<file path="config.mk">
export PLATFORM = sky130hd
export DESIGN_NAME = array_linked_list_set_top
export DESIGN_NICKNAME = d
export VERILOG_FILES = /design/src/alls_pkg.sv /design/src/array_linked_list_set_top.sv /design/src/alls_cell.sv
export SDC_FILE = /design/constraint.sdc
export NUM_CORES = 2
export LEC_CHECK = 0
export ABC_CLOCK_PERIOD_IN_PS = 6180
export BUFFER_PORTS_ARGS = -buffer_cell sky130_fd_sc_hd__buf_2
export CORE_UTILIZATION = 25
export CTS_CLUSTER_SIZE = 40
export DETAILED_ROUTE_END_ITERATION = 8
export SLEW_MARGIN = 10
export SYNTH_ARGS = -nofsm -noshare
export SYNTH_HDL_FRONTEND = slang
export SYNTH_SLANG_ARGS = --single-unit
export TNS_END_PERCENT = 5
</file>
<file path="constraint.sdc">
create_clock -name i_clk -period 6.18 [get_ports i_clk]
set_input_delay 0.927 -clock i_clk [delete_from_list [all_inputs] [get_ports i_clk]]
set_output_delay 0.927 -clock i_clk [all_outputs]
set_load 0.02 [all_outputs]
</file>
<file path="src/alls_pkg.sv">
package alls_pkg;

    localparam int CAPACITY = 16;
    localparam int CNT_W    = $clog2(CAPACITY + 1);
    localparam int VAL_W    = 32;
    localparam int CMD_W    = 2;

    localparam logic [CMD_W-1:0] CMD_ADD    = 2'd0;
    localparam logic [CMD_W-1:0] CMD_REMOVE = 2'd1;
    localparam logic [CMD_W-1:0] CMD_SEARCH = 2'd2;

    typedef struct packed {
        logic [CMD_W-1:0]        command;
        logic signed [VAL_W-1:0] value;
    } t_in_word;

    typedef struct packed {
        logic             success;
        logic             full_reject;
        logic [CNT_W-1:0] count;
    } t_out_word;

    // query token walking down the cell row
    typedef struct packed {
        logic                    valid;
        logic [CMD_W-1:0]        command;
        logic signed [VAL_W-1:0] value;
        logic                    hit;
        logic                    done;
    } t_token;

    typedef struct packed {
        logic                    valid;
        logic signed [VAL_W-1:0] value;
    } t_entry;

endpackage

</file>
<file path="src/array_linked_list_set_top.sv">
// Set of distinct 32-bit values held in a row of CAPACITY storage cells.
// Command channel: a word (command, value) is taken at a clock edge where
// start is high and busy is low. Commands: add, remove, search; code 3 is
// a no-op that still returns a result.
// Result channel: o_strobe is high for exactly one cycle with o_word
// (success, full_reject, count). The receiver cannot hold results off.
// Timing: the query token moves one cell per cycle through the cell row,
// and o_strobe and o_word are registered as it leaves the last cell; the
// result is taken at the next edge. busy falls in the strobe cycle, so
// a new command can be taken at that same edge, but not before: a command
// is taken only once the last one is through, set by the walk through the cell row.
// Cells stay packed from cell 0: add writes the first empty cell, remove
// shifts the cells behind the removed entry one place toward cell 0.
// An add of a new value into a full set returns success 0 and full_reject 1.
// Reset (synchronous, active low) empties the set and drops any command
// in flight; no clearing pass is needed.
module array_linked_list_set_top
    import alls_pkg::*;
(
    input  logic      i_clk,
    input  logic      i_rst_n,
    input  logic      start,
    output logic      busy,
    input  t_in_word  i_word,
    output logic      o_strobe,
    output t_out_word o_word
);

    t_token w_tok   [0:CAPACITY];
    logic   w_pull  [0:CAPACITY];
    t_entry w_entry [0:CAPACITY];

    logic             r_busy;
    logic             r_strobe;
    t_out_word        r_word;
    logic [CNT_W-1:0] r_count;

    t_token           last;
    t_out_word        n_word;
    logic [CNT_W-1:0] n_count;
    logic             accept;

    assign accept = start && !r_busy;

    assign w_tok[0] = '{valid:   accept,
                        command: i_word.command,
                        value:   i_word.value,
                        hit:     1'b0,
                        done:    1'b0};

    assign w_pull[CAPACITY]  = 1'b0;
    assign w_entry[CAPACITY] = '0;

    for (genvar g = 0; g < CAPACITY; g++) begin : g_cell
        alls_cell u_cell (
            .i_clk   (i_clk),
            .i_rst_n (i_rst_n),
            .i_tok   (w_tok[g]),
            .o_tok   (w_tok[g+1]),
            .i_pull  (w_pull[g+1]),
            .i_right (w_entry[g+1]),
            .o_pull  (w_pull[g]),
            .o_entry (w_entry[g])
        );
    end

    assign last = w_tok[CAPACITY];

    always_comb begin
        n_count            = r_count;
        n_word.success     = 1'b0;
        n_word.full_reject = 1'b0;
        unique case (last.command)
            CMD_ADD: begin
                n_word.success     = last.done;
                n_word.full_reject = !last.hit && !last.done;
                if (last.done) begin
                    n_count = r_count + CNT_W'(1);
                end
            end
            CMD_REMOVE: begin
                n_word.success = last.hit;
                if (last.hit) begin
                    n_count = r_count - CNT_W'(1);
                end
            end
            CMD_SEARCH: begin
                n_word.success = last.hit;
            end
            default: begin
            end
        endcase
        n_word.count = n_count;
    end

    always_ff @(posedge i_clk) begin
        if (!i_rst_n) begin
            r_busy   <= 1'b0;
            r_strobe <= 1'b0;
            r_count  <= '0;
        end else begin
            r_strobe <= last.valid;
            if (accept) begin
                r_busy <= 1'b1;
            end else if (last.valid) begin
                r_busy <= 1'b0;
            end
            if (last.valid) begin
                r_count <= n_count;
            end
        end
    end

    always_ff @(posedge i_clk) begin
        if (last.valid) begin
            r_word <= n_word;
        end
    end

    assign busy     = r_busy;
    assign o_strobe = r_strobe;
    assign o_word   = r_word;

endmodule

</file>
<file path="src/alls_cell.sv">
module alls_cell
    import alls_pkg::*;
(
    input  logic   i_clk,
    input  logic   i_rst_n,
    input  t_token i_tok,
    output t_token o_tok,
    input  logic   i_pull,
    input  t_entry i_right,
    output logic   o_pull,
    output t_entry o_entry
);

    t_token                  r_tok;
    logic                    r_valid;
    logic signed [VAL_W-1:0] r_value;

    t_token                  n_tok;
    logic                    n_valid;
    logic signed [VAL_W-1:0] n_value;
    logic                    hit_here;

    assign hit_here = r_valid && (r_value == r_tok.value);

    always_comb begin
        n_tok   = r_tok;
        n_valid = r_valid;
        n_value = r_value;
        o_pull  = 1'b0;
        if (r_tok.valid) begin
            unique case (r_tok.command)
                CMD_ADD: begin
                    if (hit_here) begin
                        n_tok.hit = 1'b1;
                    end else if (!r_valid && !r_tok.hit && !r_tok.done) begin
                        n_valid    = 1'b1;
                        n_value    = r_tok.value;
                        n_tok.done = 1'b1;
                    end
                end
                CMD_REMOVE: begin
                    if (r_tok.hit) begin
                        // compact: hand contents to the left neighbor
                        o_pull  = 1'b1;
                        n_valid = 1'b0;
                    end else if (hit_here) begin
                        n_valid   = 1'b0;
                        n_tok.hit = 1'b1;
                    end
                end
                CMD_SEARCH: begin
                    if (hit_here) begin
                        n_tok.hit = 1'b1;
                    end
                end
                default: begin
                end
            endcase
        end
        if (i_pull) begin
            n_valid = i_right.valid;
            n_value = i_right.value;
        end
    end

    assign o_tok         = n_tok;
    assign o_entry.valid = r_valid;
    assign o_entry.value = r_value;

    always_ff @(posedge i_clk) begin
        if (!i_rst_n) begin
            r_tok   <= '0;
            r_valid <= 1'b0;
        end else begin
            r_tok   <= i_tok;
            r_valid <= n_valid;
        end
    end

    always_ff @(posedge i_clk) begin
        r_value <= n_value;
    end

endmodule

</file>
* Yosys cells after proc, flatten, opt, wreduce, memory -nomap -nowiden
Index checks and enable logic that the tools add are counted.
Word-level totals: flip-flop bits (word level) 1132, input bits 37, output and inout port bits 9, logic and storage cells 822
Operators by class: add/subtract/negate cells 2, equality and inequality tests 111, mux-type cells 364, bitwise logic cells 1, reduce and logical (&&, ||, !) cells 228
Operator list (count):
- $mux W32 | 75
- $eq A32 B32 Y1 | 16
- $mux W1 | 237
- $reduce_bool A2 Y1 | 47
- $reduce_and A5 Y1 | 16
- $pmux W1 S2 | 33
- $reduce_and A4 Y1 | 16
- $ne A4 B1 Y1 const B | 15
- $logic_and A1 B1 Y1 | 50
- $logic_not A1 Y1 | 49
- $ne A3 B1 Y1 const B | 16
- $ne A3 B2 Y1 const B | 15
- $reduce_bool A3 Y1 | 15
- $reduce_or A2 Y1 | 17
- $eq A2 B1 Y1 const B | 16
- $eq A2 B2 Y1 const B | 16
- $logic_not A2 Y1 | 16
- $mux W2 | 16
- $ne A2 B1 Y1 const B | 16
- $mux W5 | 2
- $pmux W5 S2 | 1
- $add A5 B1 Y5 const B | 1
- $sub A5 B1 Y5 const B | 1
- $logic_not A1 Y1 const A | 2
- 2 further kinds | 2

* Longest topological paths before layout
word-level depth 9, depth in mapped cells 8, gate-level depth less buffers 8

* Modules after synthesis
Synthesis repeated with hierarchy kept, for this count alone.
Unflattened totals: cells, all modules 3972, area, all modules 50013.0 sq um
Modules (own cells, without submodules):
- alls_cell | times used 16, cells each 243, area each 3075.4 sq um, seq. area each 1721.7 sq um
- array_linked_list_set_top | times used 1, cells each 84, area each 805.8 sq um, seq. area each 350.3 sq um

* Least setup slack after synthesis
OpenSTA, ideal clock, no wires.
path type reg-to-reg, from reg g_cell[12].u_cell.r_tok (netlist bit g_cell[12].u_cell.o_tok[36]), to reg g_cell[12].u_cell.r_value[0], enable pin, library setup time 0.511 ns, data arrival time 4.145 ns, required time 5.669 ns, path slack 1.525 ns, stages on the path, launching flop included 3, buffers on the path 0, clock period less this slack 4.655 ns, cells stage by stage dfxtp_1 or3b_2 o41ai_1
On the way: word-level cells in the longest chain between the ends 2
RTL lines:
- from (decl) | RTL line alls_cell.sv:14 | t_token r_tok;
- from (signal assigned) | RTL line alls_cell.sv:75 | r_tok <= i_tok;
- $reduce_bool A2 Y1 (no source line)
- $reduce_and A4 Y1 (no source line)
- to (signal assigned) | RTL line alls_cell.sv:81 | r_value <= n_value;
- to (decl) | RTL line alls_cell.sv:16 | logic signed [VAL_W-1:0] r_value;
Every way passes these cells. A chain may end at the register's enable or synchronous reset.

* Worst setup path in the final report
from reg g_cell[15].u_cell.r_value[6], to reg r_count[2]
On the way: word-level cells in the longest chain between the ends 8, elaborated cells between the ends (all ways) 12, those cells by class eq/ne (1); mux (10); reduce/logical (1)
RTL lines:
- from (decl) | RTL line alls_cell.sv:16
- from (signal assigned) | RTL line alls_cell.sv:81
- $eq A32 B32 Y1 * | RTL line alls_cell.sv:23 | assign hit_here = r_valid && (r_value == r_tok.value);
- $logic_and A1 B1 Y1 * | RTL line alls_cell.sv:23
- $mux W1 | RTL line alls_cell.sv:46 | end else if (hit_here) begin
- $mux W1 | RTL line alls_cell.sv:42 | if (r_tok.hit) begin
- $pmux W1 S2 | RTL line alls_cell.sv:31 | unique case (r_tok.command)
- $mux W2 * | RTL line alls_cell.sv:30 | if (r_tok.valid) begin
- $mux W5 | RTL line array_linked_list_set_top.sv:83 | if (last.hit) begin
- $pmux W5 S2 * | RTL line array_linked_list_set_top.sv:73 | unique case (last.command)
- to (signal assigned) | RTL line array_linked_list_set_top.sv:109 | r_count <= n_count;
- to (decl) | RTL line array_linked_list_set_top.sv:36 | logic [CNT_W-1:0] r_count;
Mark *: on every way between the ends. The rest lies on a longest branch, timed or not.

==> flow_summary.yaml <==
sta:
  slew_headroom: 0.237
  fin_skew_ns: 0.0412
  min_period_ns: 2.85
  finalSetupViolations: 0
  slew_violations: 0
  rsz0062_at_grt: "false"
  tightest_slew_ns: 1.13
  whs_ns: 0.414
  tns_ns: 0
  timing.final.crit_share: 0.461
  setup_slack_ns: 3.33
  fmax_mhz: 351
  finalHoldViolCount: 0
yosys:
  synth_seq_area_share: 0.620
  yosys.area.top_type: "edfxtp_1"
  postSynthAreaPerCell_sq_um: 13.4
  synth_warnings: 0
  synth_top_area_share: 0.347
  syn-cell-area_sq_mm: 0.0449
  synthCells: 3349
  synth_cell_type_count: 59
  synthesis.nets: 3391
  synth_edf_count: 519
  async_flop_share: 0
  ys.flop_type: "dfxtp_1"
  synthTopCellsByArea: "edfxtp_1, dfxtp_1, mux2_2"
  synth_seq_cells: 1132
placed_design:
  post-place-cells: 5662
  globalplace.congestion: 0.804
  io_buffer_count: 45
  place_ws_ns: 3.43
  dp_hpwl_mm: 72.3
layout:
  final_common_cell: "dfxtp_1"
  fillers: 18042
  final_cell_mix: "dfxtp_1, and2_1, edfxtp_1"
  drive_gt1_frac: 0.217
  final_nets: 3459
  final_cells: 5866
  syn2layout_area_growth_pct: 15.0
run_status:
  outcome: "finished clean"
global_route:
  grt_max_degree: 189
  grt_overflow: 0
  grt_pass1_vias: 25907
  gr-usage-all-layers: 0.115
  antenna_found_initial: 0
  grt_first_pass_wirelength_mm: 162
routing:
  detail_route.wl_per_cell_um: 17.8
  antenna_left: 0
  via_count: 24914
  totalWireLength_mm: 104
  drt_pass1_iterations: 5
  avgViaCountPerCell: 4.25
  post-route-drc-count: 0
  drt_iter0_drc: 1651
cts:
  hold_buffers: 0
  cts_tree: "done"
  clkTransAtPathRegs_ns: 0.07
  root_buffer: "clkbuf_16"
  clock-sinks: 1132
  clk_path_buf_depth: 3
  cts_buffers: 108
  clock_latency_ns: 0.71
  post-cts-setup-buffers: 0
  cts_resized: 0
  htreeDepth: 3
critical_path:
  r2r_end: "r_count[2]$_SDFFE_PN0P_"
  reg2reg_depth: 6
  cp.arrival_ns: 3.48
  cp_slowest_cell: "nor4_1"
  cp-start-kind: "flop"
  required_ns: 6.81
  crit_path_end_kind: "flop"
  path_cells: "xor2_1 > nor4_1 > nand4_1 > o31ai_4 > a311oi_1 > nor4b_2"
  rrSetupSlack_ns: 3.33
  path_class: "flop to flop"
  r2r_start: "g_cell[15].u_cell.r_value[6]$_DFFE_PP_"
  max_stage_delay_ns: 0.76
  worstPathMaxFanout: 16
worst_hold_path:
  holdPathStages: 2
  hold_start: "i_word[29]"
  hold_end: "g_cell[0].u_cell.o_tok[31]$_SDFF_PN0_"
  holdCritPathClass: "primary input to flop"
power_and_ir_drop:
  p_per_area_mw_per_mm2: 290
  ir_drop_mv: 0.223
  p_total_w: 0.0150
  leakagePower_nw: 22.5
floorplan:
  die_h_um: 426
  io_pins: 46
  core_area_sq_mm: 0.178
  placementRows: 155
  die_x_um: 426
  initial_core_util: 0.252
  die-area_sq_mm: 0.181
job:
  max_cap_viol_count: 0
## flip-flops by register name (all words and copies together) (netlist names)
register	cells
g_cell.u_cell.r_valid	16
r_count	5
o_strobe	1
g_cell.u_cell.r_value	512
o_word	7
g_cell.u_cell.o_tok	560
g_cell.u_cell.r_tok	30
busy	1
## final cells by class
cell class              instances  area, sq um  area share
flip-flops and latches       1132        27900       0.539
repair buffers                 80          523      0.0101
clock inverters                43          569      0.0110
well taps                    2355         2950      0.0570
diodes                          1         2.50   0.0000484
multi-input cells            2069        16600       0.321
clock buffers                 160         3110      0.0601
inverters                      26         97.6     0.00189
## cell families after synthesis
logic type,count (synthesis),synth area share
DFF,1132,0.620
and+or+nand+nor,946,0.127
xor gates and xnor gates,512,0.0998
muxes,482,0.121
buffers and inverters,148,0.0125
AOI/OAI and AO/OA,124,0.0187
adders and majority gates,5,0.00139
## synth_stat cells, types with 2 or more instances
master / number
nor4_1: 116
nor2_1: 16
or3_1: 2
ha_1: 5
nand2b_1: 11
xor2_1: 455
a21o_1: 4
or3b_2: 14
o22ai_1: 4
nand4_1: 28
nor4b_1: 2
nand4b_1: 4
clkbuf_1: 118
dfxtp_1: 613
o41ai_1: 4
or3b_1: 2
inv_1: 26
mux2_2: 480
a21boi_0: 10
and2_1: 560
nor2b_1: 24
a211oi_1: 3
buf_2: 2
and3_1: 2
o21a_1: 7
o221a_2: 2
nor3_1: 41
or4_1: 12
edfxtp_1: 519
o2111ai_1: 2
and4_1: 2
xnor2_1: 57
nand3_1: 41
o21ai_0: 41
mux2i_1: 2
o211ai_1: 3
a31oi_1: 23
nand3b_1: 4
nand2_1: 62
a41oi_1: 3
a21oi_1: 5
## metrics by stage
stage / instance area [sq um] / util
2_1_floorplan: 44900 / -
3_3_place_gp: 48000 / 0.269
3_5_place_dp: 48000 / 0.269
4_1_cts: 51700 / 0.290
5_1_grt: 51700 / 0.290
6_report: 51700 / 0.290
## power breakdown
part	switching [W]	internal (W)
Clock	0.00292	0.00395
Combinational	0.000128	0.0000925
Sequential	0.0000579	0.00784
## worst max-delay path by stage
stage | startpoint | endpoint | slack (ns)
finish | g_cell[15].u_cell.r_value[6]$_DFFE_PP_ | r_count[2]$_SDFFE_PN0P_ | 3.33
CTS | g_cell[15].u_cell.r_value[12]$_DFFE_PP_ | r_count[2]$_SDFFE_PN0P_ | 3.41
floorplan | g_cell[12].u_cell.o_tok[36]$_SDFF_PN0_ | g_cell[12].u_cell.r_value[0]$_DFFE_PP_ | 1.52
detailed placement | g_cell[15].u_cell.r_value[12]$_DFFE_PP_ | r_count[2]$_SDFFE_PN0P_ | 3.43
global route | g_cell[15].u_cell.r_value[6]$_DFFE_PP_ | r_count[2]$_SDFFE_PN0P_ | 3.17
global placement | g_cell[15].u_cell.r_value[6]$_DFFE_PP_ | r_count[0]$_SDFFE_PN0P_ | 3.44
## worst max-delay path: cells and delay by family, from the launching register on
kind / cells / cell delay (ns)
xor+xnor: 1 / 0.17
compound gates: 2 / 0.84
flops: 1 / 0.41
simple gates: 3 / 1.36
## metal layers
| metal | GRT usage | routed length [um] |
|---|---|---|
| met1 | 0.165 | 51300 |
| met2 | 0.178 | 47000 |
| met3 | 0.0158 | 3960 |
| met4 | 0.0321 | 2090 |
| met5 | 0 | 0 |
Power figures use the tool's default switching activity.
